### config.mk
export PLATFORM = sky130hd
export DESIGN_NAME = sync_packed_rate_frame_decoder_top
export DESIGN_NICKNAME = d
export VERILOG_FILES = /design/src/hw/rtl/rfd_pkg.sv /design/src/hw/rtl/sync_packed_rate_frame_decoder_top.sv /design/src/hw/rtl/rfd_in_reg.sv /design/src/hw/rtl/rfd_frame_dec.sv
export SDC_FILE = /design/constraint.sdc
export NUM_CORES = 1
export LEC_CHECK = 0
export BUFFER_PORTS_ARGS = -buffer_cell sky130_fd_sc_hd__buf_2
export CAP_MARGIN = 0
export CORE_MARGIN = 4
export CORE_UTILIZATION = 25
export CTS_CLUSTER_SIZE = 40
export DETAILED_ROUTE_END_ITERATION = 7
export HOLD_SLACK_MARGIN = 0.06
export PLACE_DENSITY = 0.41
export RECOVER_POWER = 25
export SYNTH_ARGS = -nofsm -noshare
export SYNTH_HDL_FRONTEND = slang
export SYNTH_SLANG_ARGS = --single-unit
### constraint.sdc
create_clock -name clk -period 5.68 [get_ports clk]
set_input_delay 0 -clock clk [delete_from_list [all_inputs] [get_ports clk]]
set_output_delay 0 -clock clk [all_outputs]
set_load 0.05 [all_outputs]
### src/hw/rtl/rfd_pkg.sv
// shared types, constants and checksum function for the rate frame decoder
`timescale 1ns / 1ps

package rfd_pkg;

	localparam int BYTE_W     = 8;
	localparam int GROUP_W    = 7;
	localparam int PACK_W     = 56;
	localparam int POS_W      = 3;
	localparam int RATE_W     = 16;
	localparam int COUNT_W    = 32;
	localparam int OUT_DATA_W = 80;

	localparam logic [POS_W-1:0] POS_HUNT = 3'd0;
	localparam logic [POS_W-1:0] POS_LAST = 3'd7;
	localparam int SYNC_BIT = 7;

	// one input word held in the input register
	typedef struct packed {
		logic              valid;
		logic [BYTE_W-1:0] data;
	} rfd_word_t;

	// unpacked byte k of the 56-bit word, byte 0 in the top bits
	function automatic logic [BYTE_W-1:0] unpacked_byte(input logic [PACK_W-1:0] word,
		input int k);
		unpacked_byte = word[PACK_W-1-BYTE_W*k -: BYTE_W];
	endfunction

	// byte 0 must equal the negated 8-bit sum of bytes 1 to 6
	function automatic logic checksum_good(input logic [PACK_W-1:0] word);
		logic [BYTE_W-1:0] sum;
		sum = '0;
		for (int k = 1; k < 7; k++) begin
			sum = sum + unpacked_byte(word, k);
		end
		checksum_good = ((8'd0 - sum) == unpacked_byte(word, 0));
	endfunction

endpackage

### src/hw/rtl/sync_packed_rate_frame_decoder_top.sv
// top level of the sync-packed rate frame decoder
//
//  channel         dir  tdata (low bit up)                            tuser
//  s_axis          in   rx_byte[7:0]                                  -
//  m_axis          out  rate_raw[15:0] frame_count[47:16]             checksum_ok
//                       error_count[79:48]
//
// one byte is taken every cycle unless a closing byte waits on a stalled result;
// a frame gives one result word after its eighth byte, via input and result register
// the frame checksum and counter steps settle in the single stage between the two registers
// reset clears position, packed word, counters and both valid flags
// a stalled result holds only a closing byte back; other bytes keep flowing
`timescale 1ns / 1ps

module sync_packed_rate_frame_decoder_top import rfd_pkg::*; (
	input  logic                  clk,
	input  logic                  arst_n,
	input  logic                  s_axis_tvalid,
	output logic                  s_axis_tready,
	input  logic [7:0]            s_axis_tdata,   // rx_byte
	output logic                  m_axis_tvalid,
	input  logic                  m_axis_tready,
	output logic [OUT_DATA_W-1:0] m_axis_tdata,   // rate_raw, frame_count, error_count
	output logic [0:0]            m_axis_tuser    // checksum_ok
);

	rfd_word_t          word_s1;
	logic               advance;
	logic [RATE_W-1:0]  rate_raw;
	logic               checksum_ok;
	logic [COUNT_W-1:0] frame_count, error_count;

	// input register
	rfd_in_reg u_in_reg (
		.clk      (clk),
		.arst_n   (arst_n),
		.in_valid (s_axis_tvalid),
		.in_ready (s_axis_tready),
		.in_data  (s_axis_tdata),
		.advance  (advance),
		.word_s1  (word_s1)
	);

	// decoder and result register
	rfd_frame_dec u_frame_dec (
		.clk         (clk),
		.arst_n      (arst_n),
		.word_s1     (word_s1),
		.advance     (advance),
		.out_valid   (m_axis_tvalid),
		.out_ready   (m_axis_tready),
		.rate_raw    (rate_raw),
		.checksum_ok (checksum_ok),
		.frame_count (frame_count),
		.error_count (error_count)
	);

	// output packing
	assign m_axis_tdata = {error_count, frame_count, rate_raw};
	assign m_axis_tuser = checksum_ok;

endmodule

### src/hw/rtl/rfd_in_reg.sv
// input register stage of the rate frame decoder
`timescale 1ns / 1ps

module rfd_in_reg import rfd_pkg::*; (
	input  logic              clk,
	input  logic              arst_n,
	input  logic              in_valid,
	output logic              in_ready,
	input  logic [BYTE_W-1:0] in_data,
	input  logic              advance,
	output rfd_word_t         word_s1
);

	logic              valid_s1;
	logic [BYTE_W-1:0] data_s1;

	// take a new word when the stage is empty or moving on
	assign in_ready = !valid_s1 || advance;

	// valid flag
	always_ff @(posedge clk or negedge arst_n) begin
		if (!arst_n) begin
			valid_s1 <= 1'b0;
		end else if (in_ready) begin
			valid_s1 <= in_valid;
		end
	end

	// payload
	always_ff @(posedge clk) begin
		if (in_ready && in_valid) begin
			data_s1 <= in_data;
		end
	end

	assign word_s1 = '{valid: valid_s1, data: data_s1};

endmodule

### src/hw/rtl/rfd_frame_dec.sv
// frame assembly, checksum, counters and result register
`timescale 1ns / 1ps

module rfd_frame_dec import rfd_pkg::*; (
	input  logic                  clk,
	input  logic                  arst_n,
	input  rfd_word_t             word_s1,
	output logic                  advance,
	output logic                  out_valid,
	input  logic                  out_ready,
	output logic [RATE_W-1:0]     rate_raw,
	output logic                  checksum_ok,
	output logic [COUNT_W-1:0]    frame_count,
	output logic [COUNT_W-1:0]    error_count
);

	logic [POS_W-1:0]   pos_q, pos_d;
	logic [PACK_W-1:0]  packed_q, packed_d;
	logic [COUNT_W-1:0] frames_seen_q, frames_bad_q;
	logic               hunt, last, load, ok;

	assign hunt = (pos_q == POS_HUNT);
	assign last = !hunt && (pos_q == POS_LAST);

	// a closing word waits only while the result register is full and stalled
	assign advance = word_s1.valid && (!last || !out_valid || out_ready);
	assign load    = advance && last;

	// next position and packed word
	always_comb begin
		pos_d    = pos_q;
		packed_d = packed_q;
		if (hunt) begin
			if (word_s1.data[SYNC_BIT]) begin
				packed_d = {{(PACK_W-GROUP_W){1'b0}}, word_s1.data[GROUP_W-1:0]};
				pos_d    = POS_W'(1);
			end else begin
				pos_d = POS_HUNT;
			end
		end else begin
			packed_d = {packed_q[PACK_W-GROUP_W-1:0], word_s1.data[GROUP_W-1:0]};
			// wraps back to hunting after the eighth byte
			pos_d    = pos_q + POS_W'(1);
		end
	end

	assign ok = checksum_good(packed_d);

	// frame state and counters
	always_ff @(posedge clk or negedge arst_n) begin
		if (!arst_n) begin
			pos_q         <= POS_HUNT;
			packed_q      <= '0;
			frames_seen_q <= '0;
			frames_bad_q  <= '0;
		end else if (advance) begin
			pos_q    <= pos_d;
			packed_q <= packed_d;
			if (load) begin
				frames_seen_q <= frames_seen_q + COUNT_W'(1);
				if (!ok) begin
					frames_bad_q <= frames_bad_q + COUNT_W'(1);
				end
			end
		end
	end

	// result valid flag
	always_ff @(posedge clk or negedge arst_n) begin
		if (!arst_n) begin
			out_valid <= 1'b0;
		end else if (load) begin
			out_valid <= 1'b1;
		end else if (out_ready) begin
			out_valid <= 1'b0;
		end
	end

	// result payload
	always_ff @(posedge clk) begin
		if (load) begin
			rate_raw    <= {unpacked_byte(packed_d, 5), unpacked_byte(packed_d, 6)};
			checksum_ok <= ok;
			frame_count <= frames_seen_q + COUNT_W'(1);
			error_count <= ok ? frames_bad_q : frames_bad_q + COUNT_W'(1);
		end
	end

	// a finished frame bumps the frame count by one
	assert property (@(posedge clk) disable iff (!arst_n)
		load |=> frames_seen_q == $past(frames_seen_q) + COUNT_W'(1))
		else $error("frame count did not step on a finished frame");

	// a good frame leaves the error count alone
	assert property (@(posedge clk) disable iff (!arst_n)
		load && ok |=> frames_bad_q == $past(frames_bad_q))
		else $error("error count moved on a good frame");

	// a shown result carries the live counts
	assert property (@(posedge clk) disable iff (!arst_n)
		out_valid |-> (frame_count == frames_seen_q) && (error_count == frames_bad_q))
		else $error("shown counts differ from the counters");

	// no closing word moves while a stalled result is pending
	assert property (@(posedge clk) disable iff (!arst_n)
		word_s1.valid && last && out_valid && !out_ready |-> !advance)
		else $error("result overwritten while stalled");

endmodule

==> results of run 1 <==
[through the flow]
stage          TNS [ns]  instances  area [sq um]  worst slack [ns]
2_1_floorplan         0        902         10800           0.00349
3_3_place_gp      -1.12       1546         12300            -0.150
3_5_place_dp      -2.35       1546         12300            -0.184
4_1_cts               0       1616         13400           0.00291
5_1_grt           -2.72       1621         13600            -0.148
6_report              0       1621         13600            0.0466
[what timing repair did]
action,CTS,global route
hold endpoints to repair,75,0
resized for setup,17,30
cloned,3,2
hold buffers,14,0
pin swaps,18,29
setup buffers,3,3
endpoints found under the setup margin,44,64
[area by class of cell]
type	instances	area, sq um	share of cell area
well taps	539	674	0.0497
inverters	44	168	0.0123
flip-flops and latches	214	5800	0.427
repair buffers	182	1280	0.0941
clock buffers	38	747	0.0550
multi-input cells	592	4810	0.354
clock inverters	12	101	0.00746
[sequential cells by signal, indices dropped and copies added, names as in the netlist]
register	count
u_frame_dec.out_valid	1
u_frame_dec.checksum_ok	1
u_in_reg.data_s1	8
u_frame_dec.frames_bad_q	32
u_frame_dec.frame_count	32
u_frame_dec.packed_q	56
u_in_reg.valid_s1	1
u_frame_dec.frames_seen_q	32
u_frame_dec.error_count	32
u_frame_dec.rate_raw	16
u_frame_dec.pos_q	3
[path summary, 6_finish.rpt]
check / to / slack, ns / cells after the start
worst max-delay path: u_frame_dec.error_count[8] / 0.05 / 19
worst min-delay path: u_in_reg.data_s1[4] / 0.15 / 2
max in group asynchronous: u_frame_dec.packed_q[26] / 1.86 / 4
min in group asynchronous: u_frame_dec.pos_q[2] / 1.33 / 3
worst max register to register: u_frame_dec.error_count[8] / 0.05 / 19
worst min register to register: u_frame_dec.packed_q[54] / 0.50 / 1
[metal layers]
layer	track usage	wire length (um)	vias up
li1	-	-	3503
met1	0.170	13700	3586
met2	0.187	12400	93
met3	0.0186	1030	34
met4	0.0335	592	0
met5	0	0	-
[cells by family after synthesis]
group           after synthesis  synth area share
compound gates              158            0.0972
xor+xnor                    144             0.119
fa+ha+maj                    44            0.0693
buf+inv                      97            0.0386
flops                       214             0.539
mux                          31            0.0321
simple gates                214             0.105
[critical path, stage by stage, from the launching register on]
cell       delay (ns)
dfrtp_1          0.39
inv_2            0.08
ha_4             0.16
nor3b_4          0.22
buf_12           0.15
mux2_4           0.31
fa_1             0.50
fa_1             0.43
fa_1             0.51
inv_2            0.04
fa_1             0.46
ha_2             0.20
fa_2             0.36
a21o_1           0.18
a211o_1          0.28
a2111o_2         0.47
buf_12           0.17
clkbuf_16        0.17
o211ai_1         0.19
xnor2_1          0.09
[cell usage after synthesis (2+ instances only)]
library cell | count | area (sq um)
nor3_1 | 5 | 25.0
a22oi_1 | 10 | 75.1
or2_2 | 2 | 12.5
xnor2_1 | 107 | 937
a211o_1 | 2 | 17.5
and3_1 | 27 | 169
dfrtp_1 | 125 | 3130
nor4bb_1 | 2 | 20.0
buf_1 | 4 | 15.0
fa_1 | 26 | 521
mux2_2 | 28 | 315
nand2_1 | 49 | 184
buf_2 | 2 | 10.0
nor4_1 | 2 | 12.5
and2_1 | 11 | 68.8
nor3b_1 | 17 | 128
and4_1 | 6 | 52.6
a21o_1 | 2 | 15.0
nand3_1 | 16 | 80.1
o2111ai_1 | 22 | 193
ha_1 | 18 | 225
a21oi_1 | 46 | 230
xor2_1 | 36 | 315
a22o_1 | 12 | 105
nand2b_1 | 20 | 125
nand4_1 | 8 | 50.1
nor2_1 | 47 | 176
buf_6 | 6 | 67.6
edfxtp_1 | 89 | 2670
clkbuf_1 | 40 | 150
o21ai_0 | 28 | 140
mux2i_1 | 3 | 30.0
inv_1 | 43 | 161
o211ai_1 | 31 | 233
==> run metrics, run 1 <==
CTS tree=built; Synth Cell Area=between 0.01 and 0.015 sq mm; # DRC=0; hold path startpoint=s_axis_tdata[4]; drt pass-1 iters=4; syn_area_per_cell=11.9 sq um; fill count=approximately 4,300; max-cap viol count=2; wire per inst=17.1 um; Die H=215 um; Final Hold Fails=0; Clock transition at path regs=0.06 ns; Worst Path Max Fanout=7; synth warn=0; final WL=roughly 28 mm; Inserted Diodes=0; Critical R2R Launch=u_frame_dec.pos_q[0]; critical path arrival=slightly below 6 ns; Slew Limit Headroom=-0.718; clk_lat worst skew=0.56 ns; first-pass GRT wire length=44.6 mm; Root Buffer=clkbuf_16; FMAX=178 MHz; Post-synth EDFFs=89; antenna-violating nets left=0; GP Congestion=between 0.7 and 0.8; Final Critical Period=5.63 ns; Port Buffer Count=94; Yosys reg bits=214; prevailing post-synth register cell=dfrtp_1; Hold Slack=0.152 ns; IO Pins=95; vias in the first global route=between 7,000 and 8,000; Core Footprint=0.0422 sq mm; Nets=between 1,000 and 1,500; status=complete, but fails checks; Die W=215 um; clk_skew=0.00911 ns; Setup crit end kind=register; Slew Limit Fails=69; period utilization=0.992; row count=75; Netlist cell types=44; Seq/Total Area, Yosys=0.539; Area Growth Syn to Fin=26.3%; Initial Utilization=0.255; CTS buffer count=27; CP startpoint=u_frame_dec.pos_q[0]; Clock Path Buffers=3; HP Class=in2reg; GR Overflow Total=0; most frequent cells in the layout=dfrtp_1, xnor2_1, edfxtp_1; Gate Count Post-Synth=roughly 900; Worst Max-Slew Pin Slew=2.58 ns; largest net degree at the start of global routing=75; clk sinks=214; asr flop ratio synth=0.584; RSZ-0062 raised after global routing=yes; Total Routing Usage GR=0.119; violated checks=max-capacitance violations, max-slew violations; die area=0.0464 sq mm; worst endpoint required time=5.98 ns; routed vias/inst=4.45; H-tree levels=1; Vias=7,216; initial antenna violation count=0; syn_nets=958; final setup fails=0; CP Class=reg2reg; post-layout util=0.322; most common cell after layout, fill and taps aside=dfrtp_1; initial drt markers=275; layout cells sized above 1=0.222; Setup crit start kind=register; Post-DP HPWL=17.2 mm
Power of run 1 is left out: the tool's default activity adds up to more than one toggle a clock period on the data nets, which glitch-free logic cannot reach.
==> run 2: changes to the inputs <==
- CORE_MARGIN: 4 -> 1
==> run 2 against run 1 <==
Against the previous run:
- the run ends with max-capacitance violations, max-slew violations, negative setup slack left
- die area is 5.5% lower
- design area is 0.65% higher
- sequential share of layout area is 0.28 points lower
- register-to-register slack worse by 0.07 ns
- critical path depth is 1 higher
- flip-flop and latch count stayed put
- via count hardly changed
- hold slack better by 0.011 ns
- count of clock-buffer cells in the layout is 2 lower
- final cell count is 0.12% lower
- critical endpoint is now u_frame_dec.frames_bad_q[29]
- largest cell class unchanged
- highest routed layer unchanged
==> run metrics, run 2 (synthesis gave the netlist of run 1 again) <==
status=complete, but fails checks; violated checks=max-capacitance violations, max-slew violations, negative setup slack; Placed Cells=1,536; Setup crit end kind=register; period utilization=1.00; Final Critical Period=5.70 ns; RSZ-0062 raised after global routing=yes; fill count=4,286; largest reg by FF count=u_frame_dec.packed_q; most common cell after layout, fill and taps aside=dfrtp_1; IO Pins=95; first-pass GRT wire length=44.1 mm; Worst Path Max Fanout=8; worst endpoint required time=6.15 ns; row count=75; Slew Limit Fails=58; GP Congestion=~0.74; CP Class=reg2reg; pre-CTS WS=-0.245 ns; Area Growth Syn to Fin=27.1%; CTS tree=built; die area=~0.044 sq mm; Initial Utilization=0.255; clk sinks=214; multi-input logic area=between 0.004 and 0.005 sq mm; H-tree levels=1; routed vias/inst=4.46; Slew Limit Headroom=-1.30; Vias=7,217; Post-DP HPWL=about 17 mm; Port Buffer Count=94; Final Worst Setup Slack=-0.0194 ns; Clock transition at path regs=0.06 ns; fin cells=1,619; Final Hold Fails=0; antenna-violating nets left=0; Total Routing Usage GR=0.127; Reg area=a little under 0.006 sq mm; CTS buffer count=27; largest net degree at the start of global routing=74; clk_skew=0.0166 ns; initial antenna violation count=0; Die H=approximately 210 um; HP Class=in2reg; Core Footprint=0.0422 sq mm; final WL=between 20 and 30 mm; Setup crit start kind=register; Root Buffer=clkbuf_16; clk_lat worst skew=0.56 ns; post-placement cell area=0.0122 sq mm; initial drt markers=340; Die W=209 um; most frequent cells in the layout=dfrtp_1, xnor2_1, edfxtp_1; drt pass-1 iters=4; Clock Path Buffers=3; max-cap viol count=1; max reg flops=56; vias in the first global route=7,537; # DRC=0; Non-Filler Cell Area, Final=0.0137 sq mm; post-layout util=0.324; layout cells sized above 1=0.219; GR Overflow Total=0; FMAX=roughly 180 MHz; critical path arrival=6.17 ns; Nets=1,114; wire per inst=roughly 17 um; Worst Max-Slew Pin Slew=3.44 ns; final setup fails=2
==> run 2: cell count changes in the layout (fill, tap and decap cells not counted), moves of 3 or more <==
cell / change
buf_2: -6
buf_4: -7
o21ai_2: +3
o21ai_1: -5
o2111ai_4: +3
==> run 2: worst paths after layout <==
| kind | from | to | slack, ns | cells after the start |
|---|---|---|---|---|
| worst max-delay path | u_frame_dec.pos_q[1] | u_frame_dec.frames_bad_q[29] | -0.02 | 20 |
| worst min-delay path | s_axis_tdata[6] | u_in_reg.data_s1[6] | 0.16 | 2 |
| worst max register to register | u_frame_dec.pos_q[1] | u_frame_dec.frames_bad_q[29] | -0.02 | 20 |
| worst min register to register | u_frame_dec.frames_seen_q[31] | u_frame_dec.frames_seen_q[31] | 0.50 | 1 |
| max in group asynchronous | arst_n | u_frame_dec.frames_seen_q[22] | 1.82 | 4 |
| min in group asynchronous | arst_n | u_frame_dec.packed_q[21] | 0.90 | 4 |
==> run 2: area by class of cell <==
type | count | area share
Antenna cell | 1 | 0.000183
Clock buffer | 36 | 0.0556
Clock inverter | 14 | 0.00952
Inverter | 44 | 0.0123
Multi-Input combinational cell | 592 | 0.355
Sequential cell | 214 | 0.424
Tap cell | 539 | 0.0493
Timing Repair Buffer | 179 | 0.0936
==> run 2: stage by stage <==
step           hold WS (ns)  TNS, ns
3_5_place_dp         0.0262    -4.63
5_1_grt               0.155    -9.67
3_3_place_gp         0.0231    -2.65
2_1_floorplan        -0.296        0
4_1_cts               0.130    -3.23
6_report              0.163  -0.0212
==> run 2: critical path, stage by stage, from the launching register on <==
cell and delay, ns:
dfrtp_1 0.39, inv_2 0.08, ha_4 0.15, nor3b_4 0.24, buf_12 0.15, mux2_4 0.31, fa_1 0.51, fa_1 0.43
fa_1 0.52, inv_2 0.05, fa_1 0.45, ha_2 0.20, fa_2 0.35, a21o_1 0.20, a211o_1 0.28, a2111o_2 0.47
buf_12 0.17, buf_16 0.15, buf_4 0.15, o2111ai_4 0.20, xnor2_2 0.14
==> run 2: metal layers <==
layer,vias to the layer above,GRT usage,wire length (um)
met1,3596,0.183,13800
met3,38,0.0187,855
met4,0,0.0350,501
met2,82,0.199,12400
li1,3501,-,-
met5,-,0,0
==> run 2: timing repair <==
| action | CTS | global route |
|---|---|---|
| hold buffers | 14 | 0 |
| gates resized for setup | 33 | 24 |
| cloned | 4 | 2 |
| hold endpoints to repair | 67 | 0 |
| setup buffers | 5 | 8 |
| pin swaps | 61 | 33 |
| endpoints found under the setup margin | 64 | 64 |
Power of run 2 is left out for the same reason.
==> run 3: changes to the inputs <==
==> constraint.sdc (replaced) <==
create_clock -name clk -period 5.68 [get_ports clk]
set_input_delay 0.284 -clock clk [delete_from_list [all_inputs] [get_ports clk]]
set_output_delay 0.284 -clock clk [all_outputs]
set_load 0.05 [all_outputs]
==> run 3 against run 2 <==
Against the previous run:
- the flow still finishes with violations (max-capacitance violations, max-slew violations, negative setup slack)
- fmax is 0.25% higher
- count of clock-buffer cells in the layout up 1
- routed wire length decreased by 1.7%
- critical endpoint is now u_frame_dec.error_count[15]
- clock skew rose by 0.0014 ns
- core utilization is 0.13 points higher
- critical path type unchanged
- first-iteration DRC count is 6.2% lower
==> run metrics, run 3 (synthesis gave the netlist of run 1 again) <==
status=complete, but fails checks; violated checks=max-capacitance violations, max-slew violations, negative setup slack; clk sinks=214; CP startpoint=u_frame_dec.pos_q[1]; antenna-violating nets left=0; most common cell after layout, fill and taps aside=dfrtp_1; wire per inst=~17 um; initial antenna violation count=0; pre-CTS WS=-0.236 ns; worst endpoint required time=5.99 ns; most frequent cells in the layout=dfrtp_1, xnor2_1, edfxtp_1; CTS buffer count=27; CTS tree=built; routed vias/inst=between 4 and 5; largest net degree at the start of global routing=79; post-layout util=0.325; row count=75; CP Class=reg2reg; Slew Limit Headroom=-1.82; drt pass-1 iters=6; Die H=209 um; IO Pins=95; Initial Utilization=0.255; clk_skew=0.0180 ns; Slew Limit Fails=79; max-cap viol count=1; Area Growth Syn to Fin=27.6%; H-tree levels=1; Critical R2R Launch=u_frame_dec.pos_q[1]; die area=0.0439 sq mm; Total Routing Usage GR=0.124; FMAX=176 MHz; GP Congestion=0.746; Root Buffer=clkbuf_16; reg2reg end=u_frame_dec.error_count[15]; Port Buffer Count=94; Worst Max-Slew Pin Slew=roughly 4.2 ns; Vias=between 7,000 and 8,000; RSZ-0062 raised after global routing=yes; Clock Path Buffers=3; first-pass GRT wire length=43.2 mm; Worst Path Max Fanout=8; Core Footprint=0.0422 sq mm; layout cells sized above 1=0.229; initial drt markers=around 320; period utilization=1.00; final setup fails=2; Post-DP HPWL=16.9 mm; HP Class=in2reg; vias in the first global route=around 7,400; GR Overflow Total=0; Final Worst Setup Slack=-0.00507 ns; critical path arrival=5.99 ns; Clock transition at path regs=0.06 ns; max reg flops=56; Inserted Diodes=0; R2R depth=19; Final Critical Period=roughly 5.7 ns; largest reg by FF count=u_frame_dec.packed_q; Die W=209 um; TNS Setup=-0.00643 ns; Setup crit end kind=register; register-to-register setup slack=-0.005 ns; Final Hold Fails=0; final WL=27.1 mm; fill count=4,310; clk_lat worst skew=roughly 0.56 ns; CP endpoint=u_frame_dec.error_count[15]; Setup crit start kind=register; Nets=1,108; # DRC=0
-- run 3: cell types whose count changed in the layout (fill, tap and decap cells not counted), sizes merged --
cell / change
clkbuf: -20
buf: +17
clkinv: -5
bufinv: +3
dlygate4sd3: -3
clkdlybuf4s25: +1
diode: -1
-- run 3: stage by stage --
step	area, sq um	cells	hold slack (ns)
2_1_floorplan	10800	902	-0.0116
3_3_place_gp	12200	1536	0.437
3_5_place_dp	12200	1536	0.432
4_1_cts	13500	1604	0.154
5_1_grt	13700	1611	0.205
6_report	13700	1611	0.161
-- run 3: worst min path at each step --
stage | from | to | slack (ns) | cells past startpoint
floorplan | arst_n | u_frame_dec.frames_bad_q[0] | -0.01 | 0
global placement | arst_n | u_frame_dec.packed_q[14] | 0.44 | 1
detailed placement | arst_n | u_frame_dec.packed_q[14] | 0.43 | 1
CTS | m_axis_tready | u_in_reg.valid_s1 | 0.15 | 4
global route | m_axis_tready | u_in_reg.valid_s1 | 0.20 | 4
finish | m_axis_tready | u_in_reg.valid_s1 | 0.16 | 4
-- run 3: per-layer routing --
| metal | vias to the layer above | share of wire | track usage |
|---|---|---|---|
| met3 | 36 | 0.031 | 0.0178 |
| met2 | 91 | 0.44 | 0.192 |
| met5 | - | 0 | 0 |
| met4 | 0 | 0.021 | 0.0401 |
| li1 | 3472 | - | - |
| met1 | 3552 | 0.51 | 0.179 |
-- run 3: critical path, cell delays in order, from the launching register on --
cell      delay, ns
dfrtp_1        0.39
inv_2          0.09
ha_4           0.16
nor3b_4        0.24
buf_12         0.15
mux2_4         0.30
fa_1           0.50
fa_1           0.43
fa_1           0.51
inv_1          0.06
fa_1           0.44
ha_2           0.21
fa_2           0.36
a21o_1         0.18
a211o_1        0.29
a2111o_2       0.47
buf_12         0.17
buf_16         0.15
o211ai_1       0.21
xnor2_1        0.10
-- run 3: final cells by class --
class / instances / area [sq um] / area share
well taps: 539 / 674 / 0.0491
flip-flops and latches: 214 / 5800 / 0.423
inverters: 44 / 168 / 0.0122
repair buffers: 173 / 1270 / 0.0927
clock inverters: 12 / 199 / 0.0145
clock buffers: 37 / 774 / 0.0564
multi-input cells: 592 / 4840 / 0.352
-- run 3: what timing repair did --
action | in CTS | in global routing
pin swaps | 33 | 36
buffers inserted | 6 | 4
setup endpoints to repair | 64 | 64
cloned | 3 | 3
hold endpoints to repair | 86 | 0
hold buffers | 10 | 0
resized for setup | 18 | 28
Power of run 3 is left out for the same reason.
